$ cat src/rtl/hsvrgb_pkg.sv
// shared types and constants for the hsv to rgb565 converter
package hsvrgb_pkg;

	localparam int unsigned PCT_MAX     = 100;
	localparam int unsigned SECTOR_DEG  = 60;
	localparam int unsigned SECTOR_CNT  = 8;      // thresholds over the 9-bit hue range
	localparam int unsigned FULL_W      = 6000;   // 100 * 60, weight of the full value

	// floor(x / 600000) = floor((x >> 6) / 9375), the latter by reciprocal
	localparam int unsigned PRE_SHIFT   = 6;
	localparam int unsigned RECIP       = 916260; // ceil(2^33 / 9375)
	localparam int unsigned RECIP_SHIFT = 33;

	localparam int unsigned QUEUE_DEPTH_DEF = 4;

	// channel lanes
	localparam int unsigned LANE_CNT = 4;
	localparam int unsigned LANE_V   = 0;
	localparam int unsigned LANE_X   = 1;
	localparam int unsigned LANE_Y   = 2;
	localparam int unsigned LANE_Z   = 3;

	// hue sectors
	localparam logic [2:0] SEC_RED = 3'd0;
	localparam logic [2:0] SEC_YEL = 3'd1;
	localparam logic [2:0] SEC_GRN = 3'd2;
	localparam logic [2:0] SEC_CYN = 3'd3;
	localparam logic [2:0] SEC_BLU = 3'd4;
	localparam logic [2:0] SEC_MAG = 3'd5;

	typedef logic [12:0] weight_t;
	typedef logic [7:0]  chan_t;

	// classified word as it sits in the queue
	typedef struct packed {
		logic       black;
		logic [2:0] sector;
		logic [5:0] rem;
		logic [6:0] sat;
		logic [6:0] val;
	} cls_t;

endpackage

$ cat src/rtl/hsv_to_rgb565_converter.sv
// top level of the hsv to rgb565 converter
// usage:
//   input side is a queue write port: present hue (0..360 degrees), saturation and
//   brightness (0..100 percent, larger values count as 100) with push; a word is
//   taken on a rising edge with push high and full low
//   output side is a queue read port: while empty is low the oldest pixel is on
//   pixel (red 15..11, green 10..5, blue 4..0); it is taken on a rising edge with
//   pop high and empty low
// path: a pushed word passes through the queue, then the weight, product, quotient
//   and output registers (queue read, weights, products, divide and pack) to pixel
// throughput: one word per cycle sustained on both sides while pop is held high; the
//   pipeline and the output register advance together, so pop every cycle keeps it full
// stall: with pop held low the output register holds its word, the pipeline
//   stages fill behind it, then the queue fills and full rises
// reset: arst_n low empties the queue and all stages at once; full and empty
//   are low and high respectively straight after
// hue 360 or more with nonzero saturation gives black; zero saturation gives grey
module hsv_to_rgb565_converter
	import hsvrgb_pkg::*;
#(
	parameter int unsigned QUEUE_DEPTH = QUEUE_DEPTH_DEF
) (
	input  logic        clk,
	input  logic        arst_n,
	input  logic [8:0]  hue,
	input  logic [6:0]  saturation,
	input  logic [6:0]  brightness,
	input  logic        push,
	output logic        full,
	output logic [15:0] pixel,
	output logic        empty,
	input  logic        pop
);

	cls_t cls_in;     // classified word from the front end
	cls_t cls_out;    // oldest word in the queue
	logic q_valid;    // queue holds a word
	logic q_ready;    // back end takes a word

	// front: clamp and sector split
	hsvrgb_front u_front (
		.hue        (hue),
		.saturation (saturation),
		.brightness (brightness),
		.cls        (cls_in)
	);

	// decoupling queue
	hsvrgb_queue #(
		.DEPTH (QUEUE_DEPTH)
	) u_queue (
		.clk      (clk),
		.arst_n   (arst_n),
		.wr_en    (push),
		.wr_data  (cls_in),
		.full     (full),
		.rd_valid (q_valid),
		.rd_en    (q_ready),
		.rd_data  (cls_out)
	);

	// back: arithmetic pipeline and output register
	hsvrgb_back u_back (
		.clk      (clk),
		.arst_n   (arst_n),
		.in_valid (q_valid),
		.in_ready (q_ready),
		.in_data  (cls_out),
		.pixel    (pixel),
		.empty    (empty),
		.pop      (pop)
	);

endmodule

$ cat src/rtl/hsvrgb_front.sv
// front end: clamps the inputs and splits the hue into sector and remainder
module hsvrgb_front
	import hsvrgb_pkg::*;
(
	input  logic [8:0] hue,
	input  logic [6:0] saturation,
	input  logic [6:0] brightness,
	output cls_t       cls
);

	logic [3:0] sector;
	logic [8:0] rem_full;
	logic [6:0] sat_cl;
	logic [6:0] val_cl;

	// sector is the number of 60 degree boundaries at or below the hue
	always_comb begin
		sector = '0;
		for (int k = 1; k <= int'(SECTOR_CNT); k++) begin
			if (hue >= 9'(SECTOR_DEG * k)) begin
				sector = sector + 4'd1;
			end
		end
	end

	assign rem_full = hue - 9'(sector) * 9'(SECTOR_DEG);
	assign sat_cl   = (saturation > 7'(PCT_MAX)) ? 7'(PCT_MAX) : saturation;
	assign val_cl   = (brightness > 7'(PCT_MAX)) ? 7'(PCT_MAX) : brightness;

	always_comb begin
		cls.black  = (sat_cl != '0) && (sector >= 4'd6);
		// zero saturation: every lane carries the value, so take the first sector
		cls.sector = (sat_cl == '0) ? SEC_RED : sector[2:0];
		cls.rem    = rem_full[5:0];
		cls.sat    = sat_cl;
		cls.val    = val_cl;
	end

endmodule

$ cat src/rtl/hsvrgb_queue.sv
// short word queue between the front end and the arithmetic pipeline
module hsvrgb_queue
	import hsvrgb_pkg::*;
#(
	parameter int unsigned DEPTH = QUEUE_DEPTH_DEF
) (
	input  logic clk,
	input  logic arst_n,
	input  logic wr_en,
	input  cls_t wr_data,
	output logic full,
	output logic rd_valid,
	input  logic rd_en,
	output cls_t rd_data
);

	localparam int unsigned PW = (DEPTH > 1) ? $clog2(DEPTH) : 1;
	localparam int unsigned CW = $clog2(DEPTH + 1);

	cls_t          mem_q [DEPTH];
	logic [PW-1:0] wr_ptr_q;
	logic [PW-1:0] rd_ptr_q;
	logic [CW-1:0] count_q;
	logic          do_wr;
	logic          do_rd;

	assign full     = (count_q == CW'(DEPTH));
	assign rd_valid = (count_q != '0);
	assign do_wr    = wr_en && !full;
	assign do_rd    = rd_en && rd_valid;
	assign rd_data  = mem_q[rd_ptr_q];

	always_ff @(posedge clk) begin
		if (do_wr) begin
			mem_q[wr_ptr_q] <= wr_data;
		end
	end

	always_ff @(posedge clk or negedge arst_n) begin
		if (!arst_n) begin
			wr_ptr_q <= '0;
			rd_ptr_q <= '0;
			count_q  <= '0;
		end else begin
			if (do_wr) begin
				wr_ptr_q <= (wr_ptr_q == PW'(DEPTH - 1)) ? '0 : wr_ptr_q + 1'b1;
			end
			if (do_rd) begin
				rd_ptr_q <= (rd_ptr_q == PW'(DEPTH - 1)) ? '0 : rd_ptr_q + 1'b1;
			end
			unique case ({do_wr, do_rd})
				2'b10:   count_q <= count_q + 1'b1;
				2'b01:   count_q <= count_q - 1'b1;
				default: count_q <= count_q;
			endcase
		end
	end

endmodule

$ cat src/rtl/hsvrgb_back.sv
// back end: weights, products, reciprocal divide, sector permutation, output word
module hsvrgb_back
	import hsvrgb_pkg::*;
(
	input  logic        clk,
	input  logic        arst_n,
	input  logic        in_valid,
	output logic        in_ready,
	input  cls_t        in_data,
	output logic [15:0] pixel,
	output logic        empty,
	input  logic        pop
);

	// stage valids and ready chain
	logic vld_s1, vld_s2, vld_s3, out_vld_q;
	logic rdy_s1, rdy_s2, rdy_s3, rdy_out;

	// stage 1: channel weights
	weight_t    w_s1 [LANE_CNT];
	logic [6:0] val_s1;
	logic [2:0] sector_s1;
	logic       black_s1;

	// stage 2: value times weight
	logic [19:0] vw_s2 [LANE_CNT];
	logic [2:0]  sector_s2;
	logic        black_s2;

	// stage 3: quotients
	chan_t      q_s3 [LANE_CNT];
	logic [2:0] sector_s3;
	logic       black_s3;

	logic [15:0] pixel_q;

	weight_t     w_d [LANE_CNT];
	logic [12:0] s_r;
	logic [12:0] s_rc;
	logic [5:0]  rem_c;
	logic [27:0] p_d [LANE_CNT];
	logic [41:0] prod_d [LANE_CNT];
	chan_t       rc, gc, bc;

	assign rdy_out  = !out_vld_q || pop;
	assign rdy_s3   = !vld_s3 || rdy_out;
	assign rdy_s2   = !vld_s2 || rdy_s3;
	assign rdy_s1   = !vld_s1 || rdy_s2;
	assign in_ready = rdy_s1;

	assign empty = !out_vld_q;
	assign pixel = pixel_q;

	// weights out of 6000: v, v(1-s), v(1-s f), v(1-s(1-f))
	assign rem_c = 6'(SECTOR_DEG) - in_data.rem;
	assign s_r   = 13'(in_data.sat) * 13'(in_data.rem);
	assign s_rc  = 13'(in_data.sat) * 13'(rem_c);

	always_comb begin
		w_d[LANE_V] = 13'(FULL_W);
		w_d[LANE_X] = 13'(SECTOR_DEG) * (13'(PCT_MAX) - 13'(in_data.sat));
		w_d[LANE_Y] = 13'(FULL_W) - s_r;
		w_d[LANE_Z] = 13'(FULL_W) - s_rc;
	end

	// 255 * vw, pre-shift, then reciprocal multiply by 1/9375
	always_comb begin
		for (int i = 0; i < int'(LANE_CNT); i++) begin
			p_d[i]    = {vw_s2[i], 8'd0} - 28'(vw_s2[i]);
			prod_d[i] = 42'(p_d[i][27:PRE_SHIFT]) * 42'(RECIP);
		end
	end

	// sector permutation
	always_comb begin
		rc = q_s3[LANE_V];
		gc = q_s3[LANE_V];
		bc = q_s3[LANE_V];
		unique case (sector_s3)
			SEC_RED: begin rc = q_s3[LANE_V]; gc = q_s3[LANE_Z]; bc = q_s3[LANE_X]; end
			SEC_YEL: begin rc = q_s3[LANE_Y]; gc = q_s3[LANE_V]; bc = q_s3[LANE_X]; end
			SEC_GRN: begin rc = q_s3[LANE_X]; gc = q_s3[LANE_V]; bc = q_s3[LANE_Z]; end
			SEC_CYN: begin rc = q_s3[LANE_X]; gc = q_s3[LANE_Y]; bc = q_s3[LANE_V]; end
			SEC_BLU: begin rc = q_s3[LANE_Z]; gc = q_s3[LANE_X]; bc = q_s3[LANE_V]; end
			SEC_MAG: begin rc = q_s3[LANE_V]; gc = q_s3[LANE_X]; bc = q_s3[LANE_Y]; end
			default: begin rc = '0; gc = '0; bc = '0; end
		endcase
		if (black_s3) begin
			rc = '0;
			gc = '0;
			bc = '0;
		end
	end

	// payload stages
	always_ff @(posedge clk) begin
		if (rdy_s1) begin
			w_s1      <= w_d;
			val_s1    <= in_data.val;
			sector_s1 <= in_data.sector;
			black_s1  <= in_data.black;
		end
		if (rdy_s2) begin
			for (int i = 0; i < int'(LANE_CNT); i++) begin
				vw_s2[i] <= 20'(val_s1) * 20'(w_s1[i]);
			end
			sector_s2 <= sector_s1;
			black_s2  <= black_s1;
		end
		if (rdy_s3) begin
			for (int i = 0; i < int'(LANE_CNT); i++) begin
				q_s3[i] <= prod_d[i][RECIP_SHIFT +: 8];
			end
			sector_s3 <= sector_s2;
			black_s3  <= black_s2;
		end
		if (rdy_out) begin
			pixel_q <= {rc[7:3], gc[7:2], bc[7:3]};
		end
	end

	always_ff @(posedge clk or negedge arst_n) begin
		if (!arst_n) begin
			vld_s1    <= 1'b0;
			vld_s2    <= 1'b0;
			vld_s3    <= 1'b0;
			out_vld_q <= 1'b0;
		end else begin
			if (rdy_s1) begin
				vld_s1 <= in_valid;
			end
			if (rdy_s2) begin
				vld_s2 <= vld_s1;
			end
			if (rdy_s3) begin
				vld_s3 <= vld_s2;
			end
			if (rdy_out) begin
				out_vld_q <= vld_s3;
			end
		end
	end

endmodule

$ cat config.mk
export PLATFORM = sky130hd
export DESIGN_NAME = hsv_to_rgb565_converter
export DESIGN_NICKNAME = d
export VERILOG_FILES = /design/src/rtl/hsvrgb_pkg.sv /design/src/rtl/hsv_to_rgb565_converter.sv /design/src/rtl/hsvrgb_front.sv /design/src/rtl/hsvrgb_queue.sv /design/src/rtl/hsvrgb_back.sv
export SDC_FILE = /design/constraint.sdc
export NUM_CORES = 2
export LEC_CHECK = 0
export ABC_AREA = 1
export BUFFER_PORTS_ARGS = -buffer_cell sky130_fd_sc_hd__buf_2
export CAP_MARGIN = 20
export CORE_MARGIN = 4
export CORE_UTILIZATION = 60
export DETAILED_ROUTE_END_ITERATION = 8
export PLACE_DENSITY_LB_ADDON = 0.15
export SLEW_MARGIN = 20
export SYNTH_ARGS = -nofsm -noshare
export SYNTH_HDL_FRONTEND = slang
export SYNTH_SLANG_ARGS = --single-unit
$ cat constraint.sdc
create_clock -name clk -period 9.75 [get_ports clk]
set_clock_uncertainty 0.15 [all_clocks]
set_input_delay 1.95 -clock clk [delete_from_list [all_inputs] [get_ports clk]]
set_output_delay 1.95 -clock clk [all_outputs]
set_load 0.01 [all_outputs]
Yosys cells after proc, flatten, opt, wreduce, memory -nomap -nowiden --
Memories as Yosys holds them, arrays and structs flattened. Index checks and enable logic that the tools add are counted.
Word-level totals: register bits after elaboration 83, memory bits (writable) 208, memories 3
Memories:
- u_queue.mem_q | words 4, bits a word 24, read ports 1, clocked after memory_dff 0, write ports 1, RTL line hsvrgb_queue.sv:20 | cls_t mem_q [DEPTH];
- u_back.vw_s2 | words 4, bits a word 20, read ports 4, clocked after memory_dff 0, write ports 4, RTL line hsvrgb_back.sv:26 | logic [19:0] vw_s2 [LANE_CNT];
- u_back.q_s3 | words 4, bits a word 8, read ports 4, clocked after memory_dff 0, write ports 4, RTL line hsvrgb_back.sv:31 | chan_t q_s3 [LANE_CNT];
Operators by class: add/subtract/negate cells 20, multiply operators 12, magnitude comparators 11, equal/unequal tests 10, muxes and demuxes 23, reductions and logical operators 23
Operators by type and width (count):
- 22-bit by 18-bit multiplier with 39-bit output (second input constant) | 4
- 28-bit by 20-bit subtractor with 28-bit output | 4
- 8-bit one-hot mux with 4 select lines | 3
- 7-bit by 13-bit multiplier with 20-bit output | 2
- 9-bit >= comparator (second input constant) | 4
- 4-bit 2-to-1 mux | 7
- 7-bit by 6-bit multiplier with 13-bit output | 2
- 13-bit subtractor (first input constant) | 2
- 4-bit by 1-bit adder with 4-bit output (second input constant) | 6
- 9-bit by 8-bit >= comparator with 1-bit output (second input constant) | 2
- 7-bit by 11-bit multiplier with 18-bit output | 1
- 7-bit by 9-bit multiplier with 16-bit output (second input constant) | 1
- 7-bit > comparator (second input constant) | 2
- 7-bit 2-to-1 mux | 2
- 4-bit by 13-bit multiplier with 11-bit output (first input constant) | 1
- 2-bit OR reduction | 6
- 3-bit == test (second input constant) | 3
- 9-bit by 6-bit >= comparator with 1-bit output (second input constant) | 1
- 9-bit by 7-bit >= comparator with 1-bit output (second input constant) | 1
- 7-bit by 7-bit subtractor with 8-bit output (first input constant) | 1
- 7-bit zero test | 1
- 1-bit 2-to-1 mux | 7
- 7-bit nonzero test | 1
- 2-bit == test (second input constant) | 3
- 20 further kinds | 32

Logic depth before layout (Yosys ltp) --
depth after elaboration 18, gate-level depth with buffers 39, mapped depth without buffers 39

By module --
Synthesis repeated with hierarchy kept, for this count alone.
Second synthesis, totals: cell total of the unflattened synthesis 6383, area total of the unflattened synthesis 55513.2 um^2
Modules (own cells, without submodules):
- hsvrgb_back | times used 1, cells each 5820, area each 49970.4 um^2
- hsvrgb_queue | times used 1, cells each 340, area each 4359.2 um^2
- hsvrgb_front | times used 1, cells each 223, area each 1183.6 um^2

Worst setup path before layout --
No wires, ideal clock.
path kind input-to-reg, start input port pop, end register u_queue.count_q[2], library setup time 0.131 ns, arrival 7.167 ns, setup slack 2.302 ns, cell stages on the path 16, buffers on the path 0, cell sequence nor2_1 inv_1 nor2_1 inv_1 nor2_1 inv_1 nor2_1 inv_1 o21ai_0 inv_1 ha_1 inv_1 fa_1 a21oi_1 o21ai_0 xor2_1
On the way: cells in the longest elaborated chain, start to end 7
Ends and longest elaborated chain:
- start, declared | RTL line hsv_to_rgb565_converter.sv:32 | input logic pop
- 1-bit logical OR * | RTL line hsvrgb_back.sv:45 | assign rdy_out = !out_vld_q || pop;
- net u_back.rdy_out | RTL line hsvrgb_back.sv:17 | logic rdy_s1, rdy_s2, rdy_s3, rdy_out;
- 1-bit logical OR * | RTL line hsvrgb_back.sv:46 | assign rdy_s3 = !vld_s3 || rdy_out;
- net u_back.rdy_s3 | RTL line hsvrgb_back.sv:17
- 1-bit logical OR * | RTL line hsvrgb_back.sv:47 | assign rdy_s2 = !vld_s2 || rdy_s3;
- net u_back.rdy_s2 | RTL line hsvrgb_back.sv:17
- 1-bit logical OR * | RTL line hsvrgb_back.sv:48 | assign rdy_s1 = !vld_s1 || rdy_s2;
- net q_ready | RTL line hsv_to_rgb565_converter.sv:38 | logic q_ready;
- 1-bit logical AND * | RTL line hsvrgb_queue.sv:30 | assign do_rd = rd_en && rd_valid;
- net u_queue.do_rd | RTL line hsvrgb_queue.sv:25 | logic do_rd;
- 2-bit by 1-bit == test with 1-bit output or 2-bit == test (tied branches) | RTL line hsvrgb_queue.sv:51 | unique case ({do_wr, do_rd})
- 3-bit one-hot mux with 2 select lines or 2-bit nonzero test (tied branches)
- end signal, assigned | RTL line hsvrgb_queue.sv:52 | 2'b10: count_q <= count_q + 1'b1;
- end signal, assigned | RTL line hsvrgb_queue.sv:53 | 2'b01: count_q <= count_q - 1'b1;
- end signal, assigned | RTL line hsvrgb_queue.sv:54 | default: count_q <= count_q;
- end, declared | RTL line hsvrgb_queue.sv:23 | logic [CW-1:0] count_q;
The timed path passes the listed nets; every way through them passes the cells marked *. A chain may end at the register's enable or synchronous reset.

==> impl_summary.md <==
Finish
The area growth from synthesis to layout is 5.31%. The layout net count is between 7000 and 8000. The top cell types in the final layout, fill and taps aside, are 1589 x inv_1, 1060 x nand2_1, 844 x ha_1. The leading cell type in the layout, fill and taps excluded is inv_1. The filler cells instantiated in the layout total 7738. The multi-input combinational cell area is approximately 40000 sq um. Of the cells placed in the final design, the portion with a size suffix greater than 1 is 0.0384. Measured on the finished design, the core utilization comes to 0.636. The flip-flop and latch area is 8200 sq um. The area of all placed cells without fillers is approximately 57000 sq um. The number of antenna diodes in the final layout is 0.

Synth
The cell area after synthesis is roughly 54000 sq um. The number of flip-flops and latches in the synthesized netlist is approximately 280. Of the synthesized area, sequential elements account for 0.151. The largest total area in the synthesized netlist belongs to fa_1.

Yosys mapped a number of flops with a built-in enable equal to 264. The area share of the leading cell type in the synthesized netlist is 0.292. By area the synthesized netlist is led by fa_1 29%, ha_1 19%, edfxtp_1 15%, inv_1 11%, nand2_1 7.3%. The warning count from the yosys run is 0.

The instance count of the mapped netlist is 6222. The net count after synthesis is 7886. The synthesized netlist contains a little under 70 unique library cells. Dividing the synthesized area by the synthesized cell count gives 8.74 sq um.

Counting flops with an async set or reset pin after synthesis yields a share of 0.0400. Among all flip-flop cells after synthesis, the most frequent one is edfxtp_1.

Global routing
The initial antenna violation count is 0. The number of global-route vias before repair came to between 40000 and 50000. The aggregate global-route resource usage is 0.279. The overall overflow remaining after global route is 0. The maximum number of pins on one net before global-route repair is 59.

The first global-routing pass estimated 214000 um of wire.

Route
After detailed routing, the number of vias per cell comes to around 5.3. Once detail routing completed, the nets flagged for antenna violations numbered 0. Dividing the detail-routed wire length by the instance count gives about 17 um. The total wire length after detailed routing is approximately 130000 um.

In the routed design, unresolved DRC markers number 0. The total number of vias is 40000. The first detailed-routing pass took 5 iterations. The detailed router finished its first iteration with 2635 violations.

Clock tree
The hold buffer count at CTS is 0. In this run the number of H-tree levels came out at 2. Clock tree synthesis found a total of about 280 sinks. The clock passes through at most 3 buffers.

The clock reaches the later pin of the worst-skew pair after 0.59 ns. The tree is rooted in a clkbuf_16. TritonCTS built the clock tree. The register clock-pin slew on the reported worst setup and hold paths is about 0.060 ns. The number of buffers inserted during clock tree synthesis is 36. Once the clock tree was built, the resizer swapped 0 gates to a different size.

The setup fix buffers added after clock tree synthesis is 0.

Min path
The type of the tightest min-delay check is register to register. Counting instances, the worst hold path has a depth of 0. The path with the worst hold slack has its endpoint at u_back.sector_s3[2]$_DFFE_PP_.

The startpoint of the lowest-slack hold path is u_back.sector_s2[2]$_DFFE_PP_.

STA
For the finished layout, the period the worst path requires is around 7.9 ns. The ratio of final minimum period to clock period is 0.814. The final setup violation count is 0. The max-slew violation count came to 0. In this run the tightest slew margin relative to its limit is 0.267. Setup repair after global routing left no endpoint under its margin.

For this run, the top clock speed supported by timing is roughly 0.13 GHz. The total negative setup slack is 0 ns. The final count of hold timing violations is 0. At the pin with the least slew margin, the transition time is approximately 1.1 ns.

Placed design
At the end of routability-driven placement, the weighted congestion stood at roughly 0.95. The count of buffers inserted at the top-level ports is 44. After detailed placement, the total cell area comes to around 56000 sq um.

After legalization and detailed placement, the total HPWL measured 111000 um.

Critical path
The worst setup path is launched from a register. The count of cells along the worst register-to-register path is 28. The largest individual stage delay along the critical path comes from the cell fa_1.

The class of the most critical setup path is register to register. The minimum setup slack among reg-to-reg paths is between 1.5 and 2 ns. The worst register-to-register path ends at u_back.q_s3[3][3]$_DFFE_PP_. The stage delay of the slowest cell on the critical path is 0.56 ns. The maximum net fanout on the critical path is 8. Data on the critical path is required at its endpoint by 9.87 ns.

The critical path endpoint category is a register. The arrival time at the worst endpoint is around 8.1 ns. The startpoint identified for the worst register-to-register timing path is u_back.vw_s2[2][0]$_DFFE_PP_.

Floorplanning
The floorplan step defined a die boundary enclosing approximately 96000 sq um. The die outline height is between 300 and 400 um. The initial utilization of the core area, before any placement, comes to 0.604. The number of rows created at floorplan is 110. The chip width is between 300 and 400 um.

The top-level port count is 45. The core region is roughly 90000 sq um.

Status
The run finished with clean final reports.

Flow run
The max-capacitance violation count is 0.
-- logic make-up after synthesis --
group                    Yosys count  share of synthesized area
flip-flops                       275                      0.151
buffers and inverters           1662                      0.115
AND/OR/NAND/NOR                 1739                      0.132
AO/OA/AOI/OAI                    643                     0.0704
XOR/XNOR                         266                     0.0460
adder cells (fa/ha/maj)         1637                      0.486
-- state kept, by name, summed over array words and instances (netlist names), 3 cells and up --
signal / flops
u_back.q_s3: 24
u_back.sector_s2: 3
u_back.pixel: 16
u_back.sector_s1: 3
u_queue.count_q: 3
u_back.w_s1: 36
u_queue.mem_q: 96
u_back.vw_s2: 73
u_back.val_s1: 7
u_back.sector_s3: 3
-- per-stage QoR --
step                hold slack [ns]  cells  setup WS, ns
floorplan                     0.250   6222          2.30
global placement              0.275   7410          1.84
detailed placement            0.269   7410          1.76
CTS                           0.284   7476          1.77
global route                  0.298   7476          1.04
finish                        0.277   7476          1.82
-- layout make-up --
class,count,area share
Inverter,1608,0.105
Tap cell,1176,0.0257
Sequential cell,275,0.143
Clock inverter,18,0.00465
Multi-Input combinational cell,4285,0.697
Timing Repair Buffer,66,0.00673
Clock buffer,48,0.0170
-- synth_stat cells (all sizes together), types with 5 or more instances --
master and instances:
a21boi 8, a21o 45, a21oi 266, a221oi 9, a31o 9, a31oi 17, a32oi 8, buf 17
clkbuf 37, clkinv 5, dfrtp 11, edfxtp 264, fa 793, ha 844, inv 1603, nand2 1076
nand3 160, nand4 43, nor2 374, nor3 35, nor4 18, o211ai 8, o21a 10, o21ai 158
o21bai 35, o22ai 42, o31ai 10, or2 26, xnor2 58, xor2 208
-- per-layer routing --
| metal | routed length (um) | vias to the layer above | track usage | share of wire |
|---|---|---|---|---|
| met4 | 2400 | 0 | 0.0504 | 0.019 |
| met5 | 0 | - | 0 | 0 |
| met2 | 56600 | 987 | 0.449 | 0.44 |
| li1 | - | 19500 | - | - |
| met3 | 7610 | 139 | 0.0342 | 0.060 |
| met1 | 60700 | 19400 | 0.414 | 0.48 |
-- how the worst max path moves through the flow --
stage                                 startpoint                             end  slack, ns  depth (start not counted)
global placement                          hue[5]  u_queue.mem_q[0][19]$_DFFE_PP_       1.84                         39
detailed placement                        hue[5]  u_queue.mem_q[1][19]$_DFFE_PP_       1.76                         39
floorplan                                    pop  u_queue.count_q[2]$_DFFE_PN0P_       2.30                         16
CTS                 u_back.vw_s2[0][7]$_DFFE_PP_     u_back.q_s3[0][6]$_DFFE_PP_       1.77                         28
global route        u_back.vw_s2[0][7]$_DFFE_PP_     u_back.q_s3[0][6]$_DFFE_PP_       1.04                         28
finish              u_back.vw_s2[2][0]$_DFFE_PP_     u_back.q_s3[3][3]$_DFFE_PP_       1.82                         28
-- worst max-delay path: cells and delay by family (launching register included) --
family | cells | cell delay, ns
and+or+nand+nor | 4 | 0.41
AOI/OAI and AO/OA | 9 | 1.48
adders and majority gates | 8 | 3.32
xor gates and xnor gates | 4 | 1.38
DFF | 1 | 0.55
buffers and inverters | 3 | 0.32
Power is left out: the tool's default activity adds up to more than one toggle a clock period on the data nets, which glitch-free logic cannot reach.
